**config.mk**
```make
export PLATFORM = sky130hd
export DESIGN_NAME = line_grep_case_insensitive
export DESIGN_NICKNAME = d
export VERILOG_FILES = /design/src/hdl/lgci_pkg.sv /design/src/hdl/lgci_fifo.sv /design/src/hdl/lgci_front.sv /design/src/hdl/lgci_back.sv /design/src/hdl/line_grep_case_insensitive.sv
export SDC_FILE = /design/constraint.sdc
export NUM_CORES = 2
export LEC_CHECK = 0
export BUFFER_PORTS_ARGS = -buffer_cell sky130_fd_sc_hd__buf_4
export CORE_ASPECT_RATIO = 1.25
export CORE_UTILIZATION = 60
export CTS_CLUSTER_SIZE = 40
export DETAILED_ROUTE_END_ITERATION = 8
export PLACE_DENSITY = 0.73
export SETUP_SLACK_MARGIN = 0.5
export SYNTH_ARGS = -nofsm -noshare
export SYNTH_HDL_FRONTEND = slang
export SYNTH_SLANG_ARGS = --single-unit
```
**constraint.sdc**
```tcl
create_clock -name clk -period 19 [get_ports clk]
set_input_delay 3.8 -clock clk [delete_from_list [all_inputs] [get_ports clk]]
set_output_delay 3.8 -clock clk [all_outputs]
set_load 0.1 [all_outputs]
```
**src/hdl/lgci_pkg.sv**
```systemverilog
// shared types, constants and helpers for the case-insensitive line grep
`default_nettype none
package lgci_pkg;

  localparam int MAX_QUERY_DEF = 32;
  localparam int MAX_NOTES_DEF = 256;
  localparam int LINE_BITS_DEF = 16;

  localparam int QUERY_CHARS = 32;
  localparam int EVQ_DEPTH   = 4;
  localparam int RESQ_DEPTH  = 2;

  localparam logic [7:0] NEWLINE_BYTE = 8'd10;

  localparam int CFG_ADDR_W = 3;
  localparam int CFG_DATA_W = 64;

  localparam logic [CFG_ADDR_W-1:0] CFG_QUERY_0  = 3'd0;
  localparam logic [CFG_ADDR_W-1:0] CFG_QUERY_1  = 3'd1;
  localparam logic [CFG_ADDR_W-1:0] CFG_QUERY_2  = 3'd2;
  localparam logic [CFG_ADDR_W-1:0] CFG_QUERY_3  = 3'd3;
  localparam logic [CFG_ADDR_W-1:0] CFG_QLEN     = 3'd4;
  localparam logic [CFG_ADDR_W-1:0] CFG_MAX_HITS = 3'd5;

  typedef logic [QUERY_CHARS-1:0][7:0] query_t;

  typedef struct packed {
    logic       new_search;
    logic       first_of_note;
    logic [7:0] note_index;
    logic       note_locked;
    logic [7:0] text_byte;
  } in_t;

  typedef struct packed {
    logic [7:0]  hit_note;
    logic [15:0] hit_line;
  } out_t;

  // one classified byte handed from front to back
  typedef struct packed {
    logic       new_search;
    logic       first_of_note;
    logic       newline;
    logic       cand;
    logic [7:0] note;
  } evt_t;

  function automatic logic [7:0] fold(input logic [7:0] c);
    logic [7:0] r;
    r = c;
    if (c inside {[8'h41:8'h5a]}) begin
      r = c + 8'd32;
    end
    return r;
  endfunction

endpackage
`default_nettype wire

```
**src/hdl/lgci_fifo.sv**
```systemverilog
// small first-in first-out queue of fixed-width entries
`default_nettype none
module lgci_fifo #(
  parameter int WIDTH = 8,
  parameter int DEPTH = 4
) (
  input  wire logic             clk,
  input  wire logic             rst_n,
  input  wire logic             push,
  input  wire logic [WIDTH-1:0] wdata,
  output logic                  full,
  input  wire logic             pop,
  output logic [WIDTH-1:0]      rdata,
  output logic                  empty
);

  localparam int PW = (DEPTH > 1) ? $clog2(DEPTH) : 1;
  localparam int CW = $clog2(DEPTH + 1);

  logic [WIDTH-1:0] mem [DEPTH];
  logic [PW-1:0]    wr_ptr_r, wr_ptr_nxt;
  logic [PW-1:0]    rd_ptr_r, rd_ptr_nxt;
  logic [CW-1:0]    count_r, count_nxt;
  logic             do_push, do_pop;

  assign full    = (count_r == CW'(DEPTH));
  assign empty   = (count_r == '0);
  assign do_push = push && !full;
  assign do_pop  = pop && !empty;
  assign rdata   = mem[rd_ptr_r];

  always_comb begin
    wr_ptr_nxt = wr_ptr_r;
    rd_ptr_nxt = rd_ptr_r;
    count_nxt  = count_r;
    if (do_push) begin
      wr_ptr_nxt = (wr_ptr_r == PW'(DEPTH - 1)) ? '0 : wr_ptr_r + PW'(1);
    end
    if (do_pop) begin
      rd_ptr_nxt = (rd_ptr_r == PW'(DEPTH - 1)) ? '0 : rd_ptr_r + PW'(1);
    end
    if (do_push && !do_pop) begin
      count_nxt = count_r + CW'(1);
    end else if (do_pop && !do_push) begin
      count_nxt = count_r - CW'(1);
    end
  end

  always_ff @(posedge clk) begin
    if (!rst_n) begin
      wr_ptr_r <= '0;
      rd_ptr_r <= '0;
      count_r  <= '0;
    end else begin
      wr_ptr_r <= wr_ptr_nxt;
      rd_ptr_r <= rd_ptr_nxt;
      count_r  <= count_nxt;
    end
  end

  always_ff @(posedge clk) begin
    if (do_push) begin
      mem[wr_ptr_r] <= wdata;
    end
  end

endmodule
`default_nettype wire

```
**src/hdl/lgci_front.sv**
```systemverilog
// front end: folds bytes, keeps the byte window and compares it with the query
`default_nettype none
module lgci_front #(
  parameter int MAX_QUERY = lgci_pkg::MAX_QUERY_DEF,
  parameter int MAX_NOTES = lgci_pkg::MAX_NOTES_DEF
) (
  input  wire logic            clk,
  input  wire logic            rst_n,
  input  wire logic            in_push,
  input  wire lgci_pkg::in_t   in_item,
  input  wire lgci_pkg::query_t query,
  input  wire logic [5:0]      qlen,
  input  wire logic            evq_full,
  output logic                 evq_push,
  output lgci_pkg::evt_t       evq_data
);

  localparam int CW = $clog2(MAX_QUERY + 1);

  logic [MAX_QUERY-1:0][7:0] win_r, win_nxt, win_sh;
  logic [CW-1:0]             chars_r, chars_nxt, chars_base, chars_sh;
  logic [MAX_QUERY-1:0]      pos_ok;
  logic                      nl, qlen_ok, note_ok;

  assign evq_push = in_push && !evq_full;
  assign nl       = (in_item.text_byte == lgci_pkg::NEWLINE_BYTE);
  assign qlen_ok  = (qlen != 6'd0) && (7'(qlen) <= 7'(MAX_QUERY));
  assign note_ok  = (32'(in_item.note_index) < 32'(MAX_NOTES));

  always_comb begin
    logic [5:0] idx;
    idx        = '0;
    chars_base = in_item.first_of_note ? '0 : chars_r;
    chars_sh   = (chars_base == CW'(MAX_QUERY)) ? chars_base : chars_base + CW'(1);
    chars_nxt  = nl ? '0 : chars_sh;
    win_sh[0]  = lgci_pkg::fold(in_item.text_byte);
    for (int j = 1; j < MAX_QUERY; j++) begin
      win_sh[j] = win_r[j-1];
    end
    win_nxt = nl ? win_r : win_sh;
    // window slot j holds the byte that must equal query char qlen-1-j
    for (int j = 0; j < MAX_QUERY; j++) begin
      idx       = qlen - 6'd1 - 6'(j);
      pos_ok[j] = (6'(j) >= qlen) || (win_sh[j] == query[idx[4:0]]);
    end
  end

  always_comb begin
    evq_data.new_search    = in_item.new_search;
    evq_data.first_of_note = in_item.first_of_note;
    evq_data.newline       = nl;
    evq_data.note          = in_item.note_index;
    evq_data.cand          = !nl && !in_item.note_locked && qlen_ok && note_ok &&
                             (7'(chars_sh) >= 7'(qlen)) && (&pos_ok);
  end

  always_ff @(posedge clk) begin
    if (!rst_n) begin
      chars_r <= '0;
    end else if (evq_push) begin
      chars_r <= chars_nxt;
    end
  end

  always_ff @(posedge clk) begin
    if (evq_push) begin
      win_r <= win_nxt;
    end
  end

endmodule
`default_nettype wire

```
**src/hdl/lgci_back.sv**
```systemverilog
// back end: line numbers, per-line match flag and hit budget
`default_nettype none
module lgci_back #(
  parameter int LINE_BITS = lgci_pkg::LINE_BITS_DEF
) (
  input  wire logic           clk,
  input  wire logic           rst_n,
  input  wire logic           evq_empty,
  input  wire lgci_pkg::evt_t evq_data,
  output logic                evq_pop,
  input  wire logic [9:0]     max_hits,
  input  wire logic           res_full,
  output logic                res_push,
  output lgci_pkg::out_t      res_data
);

  logic [LINE_BITS-1:0] line_r, line_nxt, line_base;
  logic                 matched_r, matched_nxt, matched_base;
  logic [9:0]           hits_r, hits_nxt, hits_base;
  logic                 hit;

  assign evq_pop = !evq_empty && !res_full;

  always_comb begin
    hits_base    = evq_data.new_search ? '0 : hits_r;
    line_base    = evq_data.first_of_note ? LINE_BITS'(1) : line_r;
    matched_base = evq_data.first_of_note ? 1'b0 : matched_r;
    hit          = 1'b0;
    line_nxt     = line_base;
    matched_nxt  = matched_base;
    hits_nxt     = hits_base;
    if (evq_data.newline) begin
      line_nxt    = (&line_base) ? line_base : line_base + LINE_BITS'(1);
      matched_nxt = 1'b0;
    end else begin
      hit         = evq_data.cand && !matched_base && (hits_base < max_hits);
      matched_nxt = matched_base || hit;
      hits_nxt    = hits_base + 10'(hit);
    end
    res_data.hit_note = evq_data.note;
    res_data.hit_line = 16'(line_base);
  end

  assign res_push = evq_pop && hit;

  always_ff @(posedge clk) begin
    if (!rst_n) begin
      line_r    <= LINE_BITS'(1);
      matched_r <= 1'b0;
      hits_r    <= '0;
    end else if (evq_pop) begin
      line_r    <= line_nxt;
      matched_r <= matched_nxt;
      hits_r    <= hits_nxt;
    end
  end

endmodule
`default_nettype wire

```
**src/hdl/line_grep_case_insensitive.sv**
```systemverilog
// Case-insensitive line grep over a stream of note bytes. One byte is taken per
// clock while the byte queue has room. The front end compares the whole window
// of recent bytes with the query in the cycle a byte arrives and writes one
// request per byte into a 4-entry queue; the back end drains one request per
// cycle unless the result queue is full, keeping line numbers and the hit
// budget, and writes hits into a 2-entry result queue. Input full rises only
// when the result queue is full and the byte queue has filled behind it.
// Register writes take effect at the next edge.
`default_nettype none
module line_grep_case_insensitive #(
  parameter int MAX_QUERY = lgci_pkg::MAX_QUERY_DEF,
  parameter int MAX_NOTES = lgci_pkg::MAX_NOTES_DEF,
  parameter int LINE_BITS = lgci_pkg::LINE_BITS_DEF
) (
  input  wire logic                            clk,
  input  wire logic                            rst_n,
  input  wire logic                            in_push,
  input  wire lgci_pkg::in_t                   in_item,
  output logic                                 in_full,
  output logic                                 out_empty,
  input  wire logic                            out_pop,
  output lgci_pkg::out_t                       out_item,
  input  wire logic                            cfg_we,
  input  wire logic [lgci_pkg::CFG_ADDR_W-1:0] cfg_addr,
  input  wire logic [lgci_pkg::CFG_DATA_W-1:0] cfg_data
);

  localparam int EVT_W = $bits(lgci_pkg::evt_t);
  localparam int RES_W = $bits(lgci_pkg::out_t);

  lgci_pkg::query_t query_r;
  logic [5:0]       qlen_r;
  logic [9:0]       max_hits_r;

  lgci_pkg::evt_t   evq_wdata, evq_rdata;
  logic             evq_push, evq_full, evq_pop, evq_empty;
  lgci_pkg::out_t   res_wdata;
  logic             res_push, res_full;

  // query bytes are stored already folded
  always_ff @(posedge clk) begin
    if (!rst_n) begin
      query_r    <= '0;
      qlen_r     <= '0;
      max_hits_r <= '0;
    end else if (cfg_we) begin
      case (cfg_addr)
        lgci_pkg::CFG_QUERY_0, lgci_pkg::CFG_QUERY_1,
        lgci_pkg::CFG_QUERY_2, lgci_pkg::CFG_QUERY_3: begin
          for (int b = 0; b < 8; b++) begin
            query_r[{cfg_addr[1:0], 3'(b)}] <= lgci_pkg::fold(cfg_data[8*b +: 8]);
          end
        end
        lgci_pkg::CFG_QLEN: begin
          qlen_r <= cfg_data[5:0];
        end
        lgci_pkg::CFG_MAX_HITS: begin
          max_hits_r <= cfg_data[9:0];
        end
        default: begin
        end
      endcase
    end
  end

  lgci_front #(
    .MAX_QUERY (MAX_QUERY),
    .MAX_NOTES (MAX_NOTES)
  ) u_front (
    .clk      (clk),
    .rst_n    (rst_n),
    .in_push  (in_push),
    .in_item  (in_item),
    .query    (query_r),
    .qlen     (qlen_r),
    .evq_full (evq_full),
    .evq_push (evq_push),
    .evq_data (evq_wdata)
  );

  lgci_fifo #(
    .WIDTH (EVT_W),
    .DEPTH (lgci_pkg::EVQ_DEPTH)
  ) u_evq (
    .clk   (clk),
    .rst_n (rst_n),
    .push  (evq_push),
    .wdata (evq_wdata),
    .full  (evq_full),
    .pop   (evq_pop),
    .rdata (evq_rdata),
    .empty (evq_empty)
  );

  lgci_back #(
    .LINE_BITS (LINE_BITS)
  ) u_back (
    .clk       (clk),
    .rst_n     (rst_n),
    .evq_empty (evq_empty),
    .evq_data  (evq_rdata),
    .evq_pop   (evq_pop),
    .max_hits  (max_hits_r),
    .res_full  (res_full),
    .res_push  (res_push),
    .res_data  (res_wdata)
  );

  lgci_fifo #(
    .WIDTH (RES_W),
    .DEPTH (lgci_pkg::RESQ_DEPTH)
  ) u_resq (
    .clk   (clk),
    .rst_n (rst_n),
    .push  (res_push),
    .wdata (res_wdata),
    .full  (res_full),
    .pop   (out_pop),
    .rdata (out_item),
    .empty (out_empty)
  );

  assign in_full = evq_full;

`ifndef ASSERT_OFF
  a_res_room: assert property (@(posedge clk) disable iff (!rst_n)
    res_push |-> !res_full)
    else $error("hit written into a full result queue");

  a_evq_drain: assert property (@(posedge clk) disable iff (!rst_n)
    evq_pop |-> !evq_empty && !res_full)
    else $error("request taken from an empty byte queue or with no room for a hit");

  a_reset_clear: assert property (@(posedge clk)
    !rst_n |=> out_empty && !in_full)
    else $error("queues not cleared by reset");

  a_hit_needs_cand: assert property (@(posedge clk) disable iff (!rst_n)
    res_push |-> evq_rdata.cand && !evq_rdata.newline && max_hits_r != 10'd0)
    else $error("hit without a matching request or with no hit budget");
`endif

endmodule
`default_nettype wire
```
==> metrics.txt <==
multi-input logic area ~26000 um^2; Port Buffers about 120; Setup crit end kind register; clk slew on worst S/H paths approximately 0.060 ns; Synth area leader edfxtp_1; Core Region around 73000 um^2; crit path kind in -> reg; DRT iter0 DRCs ~5700; post-route cell area about 48000 um^2; RSZ-0062 raised after global routing false; P per Cell Area 91.4 nW/um^2; Reg area around 17000 um^2; slew at the pin closest to its max-slew limit about 1.4 ns; Antenna Violating Nets Remaining 0; IO Count between 100 and 150; status complete, no violations; detailed-placement wirelength estimate approximately 150 mm; pin count of the biggest net entering global routing about 160; distinct cell type count after synthesis slightly above 100; sequential area share after synthesis between 30% and 40%; Worst Clk Skew between 0.03 and 0.04 ns; most frequent CP cell buf_4; final hold vios 0; Max Transition Viols Final 0; final setup TNS 0 ns; Layout area overhead 8.46%; CTS H-tree depth 3; Final #Nets about 4400; CTS Sinks about 660; vias about 38000; Post-synth EDFFs 344; fill count 5801; Die H ~310 um; post-CTS sizing 0; initial antenna violation count 10; DR pass1 iterations 6; Clock Path Buffers 3; CTS tree built; share of cells above drive strength 1 16.8%; postcts setup bufs 0; num rows 111; hold crit path type reg -> reg; crit path time final approximately 8 ns; cells along the critical path buf_4 > nor2b_1 > nand4_1 > inv_1 > nor2_4 > buf_4 > buf_4 > buf_4; async set-reset flop share out of synthesis 0%; dpl cell area about 46000 um^2; vias per cell a little over 7; Synth Flop Type edfxtp_1; final setup vio count 0; Worst path slowest cell buf_4; initial core utilization between 60% and 70%; DRT Wirelength roughly 190 mm; Yosys top cell area share a little under a quarter; syn_area_per_cell a little over 10 um^2; Yosys warning total 0; critical path arrival just over 8 ns; first-pass GRT wire length 262 mm; Synth Register Bits ~660; slew margin rel. approximately 5.5%; total gr overflow 0; Critical Path Source Type input port; non-filler cells, final 5276; die area approximately 75000 um^2; Area contributors post-synth edfxtp_1 23%, dfxtp_1 14%, mux4_2 12%; cts hold-fix bufs 0; Max Cap Viol 0; gr usage total 50.2%; P_leak ~16 nW; Mapped Cells about 4300; CTS buffer count 70; CTS root buf clkbuf_16; vias in the first global route roughly 35000; syn nets around 4400; VDD IR max ~140 uV; number of remaining DRC errors 0; fmax roughly 120 MHz; crit-path max cell delay between 0.9 and 1 ns; Worst EP required just under 20 ns; Inst Count DP slightly above 5000; mapped cell area about 45000 um^2; Routability Congestion ~1.1; Clock Latency Late Sink roughly 0.67 ns; worst slack on hold paths between 0.4 and 0.5 ns; Die Wd about 250 um; routed length per placed instance approximately 36 um; CP max FO 82; part of the cycle the worst path needs 42.2%
[cell usage after synthesis (all sizes together) (38+ instances only)]
master and instances:
inv 65, buf 142, o22ai 38, dfxtp 319, xor2 211, xnor2 269, nor2 280, nor4 57
nand2 526, mux4 243, nand4 58, a211oi 137, mux2i 396, nand3 56, nor3 44, ha 43
mux2 113, a21oi 304, nor2b 55, edfxtp 344, o21ai 82, clkbuf 149
[cell families (layout without fill, tap and decap cells)]
group                    count (synthesis)  after routing  synth area share [%]
multiplexers                           752            752                  24.1
AO/OA/AOI/OAI                          767            767                  11.1
other                                    0              5                     0
flip-flops                             663            663                  37.5
AND/OR/NAND/NOR                       1219           1219                  12.6
adder cells (fa/ha/maj)                 44             44                  1.25
buffers and inverters                  359            385                  3.86
XOR/XNOR                               481            481                  9.54
[path summary, 6_finish.rpt]
kind	to	depth (start not counted)	slack [ns]	start
max	u_front.win_r[140]	8	10.98	in_item[3]
min reg2reg	max_hits_r[2]	2	0.45	max_hits_r[2]
max reg2reg	u_evq.mem[2][8]	13	11.91	qlen_r[0]
min	max_hits_r[2]	2	0.45	max_hits_r[2]
[registers in the layout (all words and copies together), names as in the netlist, named ones only]
signal and flops:
u_resq.wr_ptr_r 1, u_evq.wr_ptr_r 2, u_back.matched_r 1, query_r 256
u_resq.count_r 2, u_front.chars_r 6, u_back.hits_r 10, u_evq.count_r 3
u_evq.mem 48, u_back.line_r 16, u_evq.rd_ptr_r 2, max_hits_r 10
qlen_r 6, u_resq.mem 48, u_resq.rd_ptr_r 1, u_front.win_r 248
[cells in the final DEF (no fill, tap or decap), types with 78 or more instances in the layout]
cell,instances
xor2_1,210
mux4_2,241
mux2i_1,396
edfxtp_1,344
a21oi_1,302
buf_4,189
o21ai_0,78
xnor2_1,262
mux2_2,113
nand2_1,521
a211oi_1,136
nor2_1,273
dfxtp_1,317
[layout make-up]
type                    instances  share of cell area [%]
clock buffers                  91                    3.98
diodes                          5                  0.0259
flip-flops and latches        663                    34.6
well taps                     960                    2.49
inverters                      68                   0.547
clock inverters                36                    1.05
repair buffers                190                    2.98
multi-input cells            3263                    54.3
[report_power, final]
group / internal (W) / switching, W
Clock: 0.000816 / 0.000648
Combinational: 0.000354 / 0.000683
Sequential: 0.00169 / 0.000221
[stage by stage]
| step | setup WS (ns) | total power [W] | utilization, % |
|---|---|---|---|
| after floorplan | 3.63 | 0.00256 | - |
| after global placement | 10.45 | 0.00291 | 62.5 |
| after detailed placement | 10.38 | 0.00292 | 62.5 |
| after CTS | 11.08 | 0.00436 | 65.8 |
| after global routing | 10.81 | 0.00450 | 65.9 |
| final | 10.98 | 0.00441 | 65.9 |
[critical path: cells and delay by family]
kind          cells  cell delay [ns]
simple gates      3             1.24
buf+inv           5             3.08
[layer usage]
| layer | vias up | global-route usage, % | share of wire [%] |
|---|---|---|---|
| met3 | 785 | 18.2 | 14 |
| li1 | 15900 | - | - |
| met5 | - | 0 | 0.030 |
| met1 | 18500 | 59.2 | 34 |
| met4 | 8 | 43.0 | 10 |
| met2 | 2786 | 72.5 | 42 |
No activity file was read; power rests on OpenSTA's default activity.
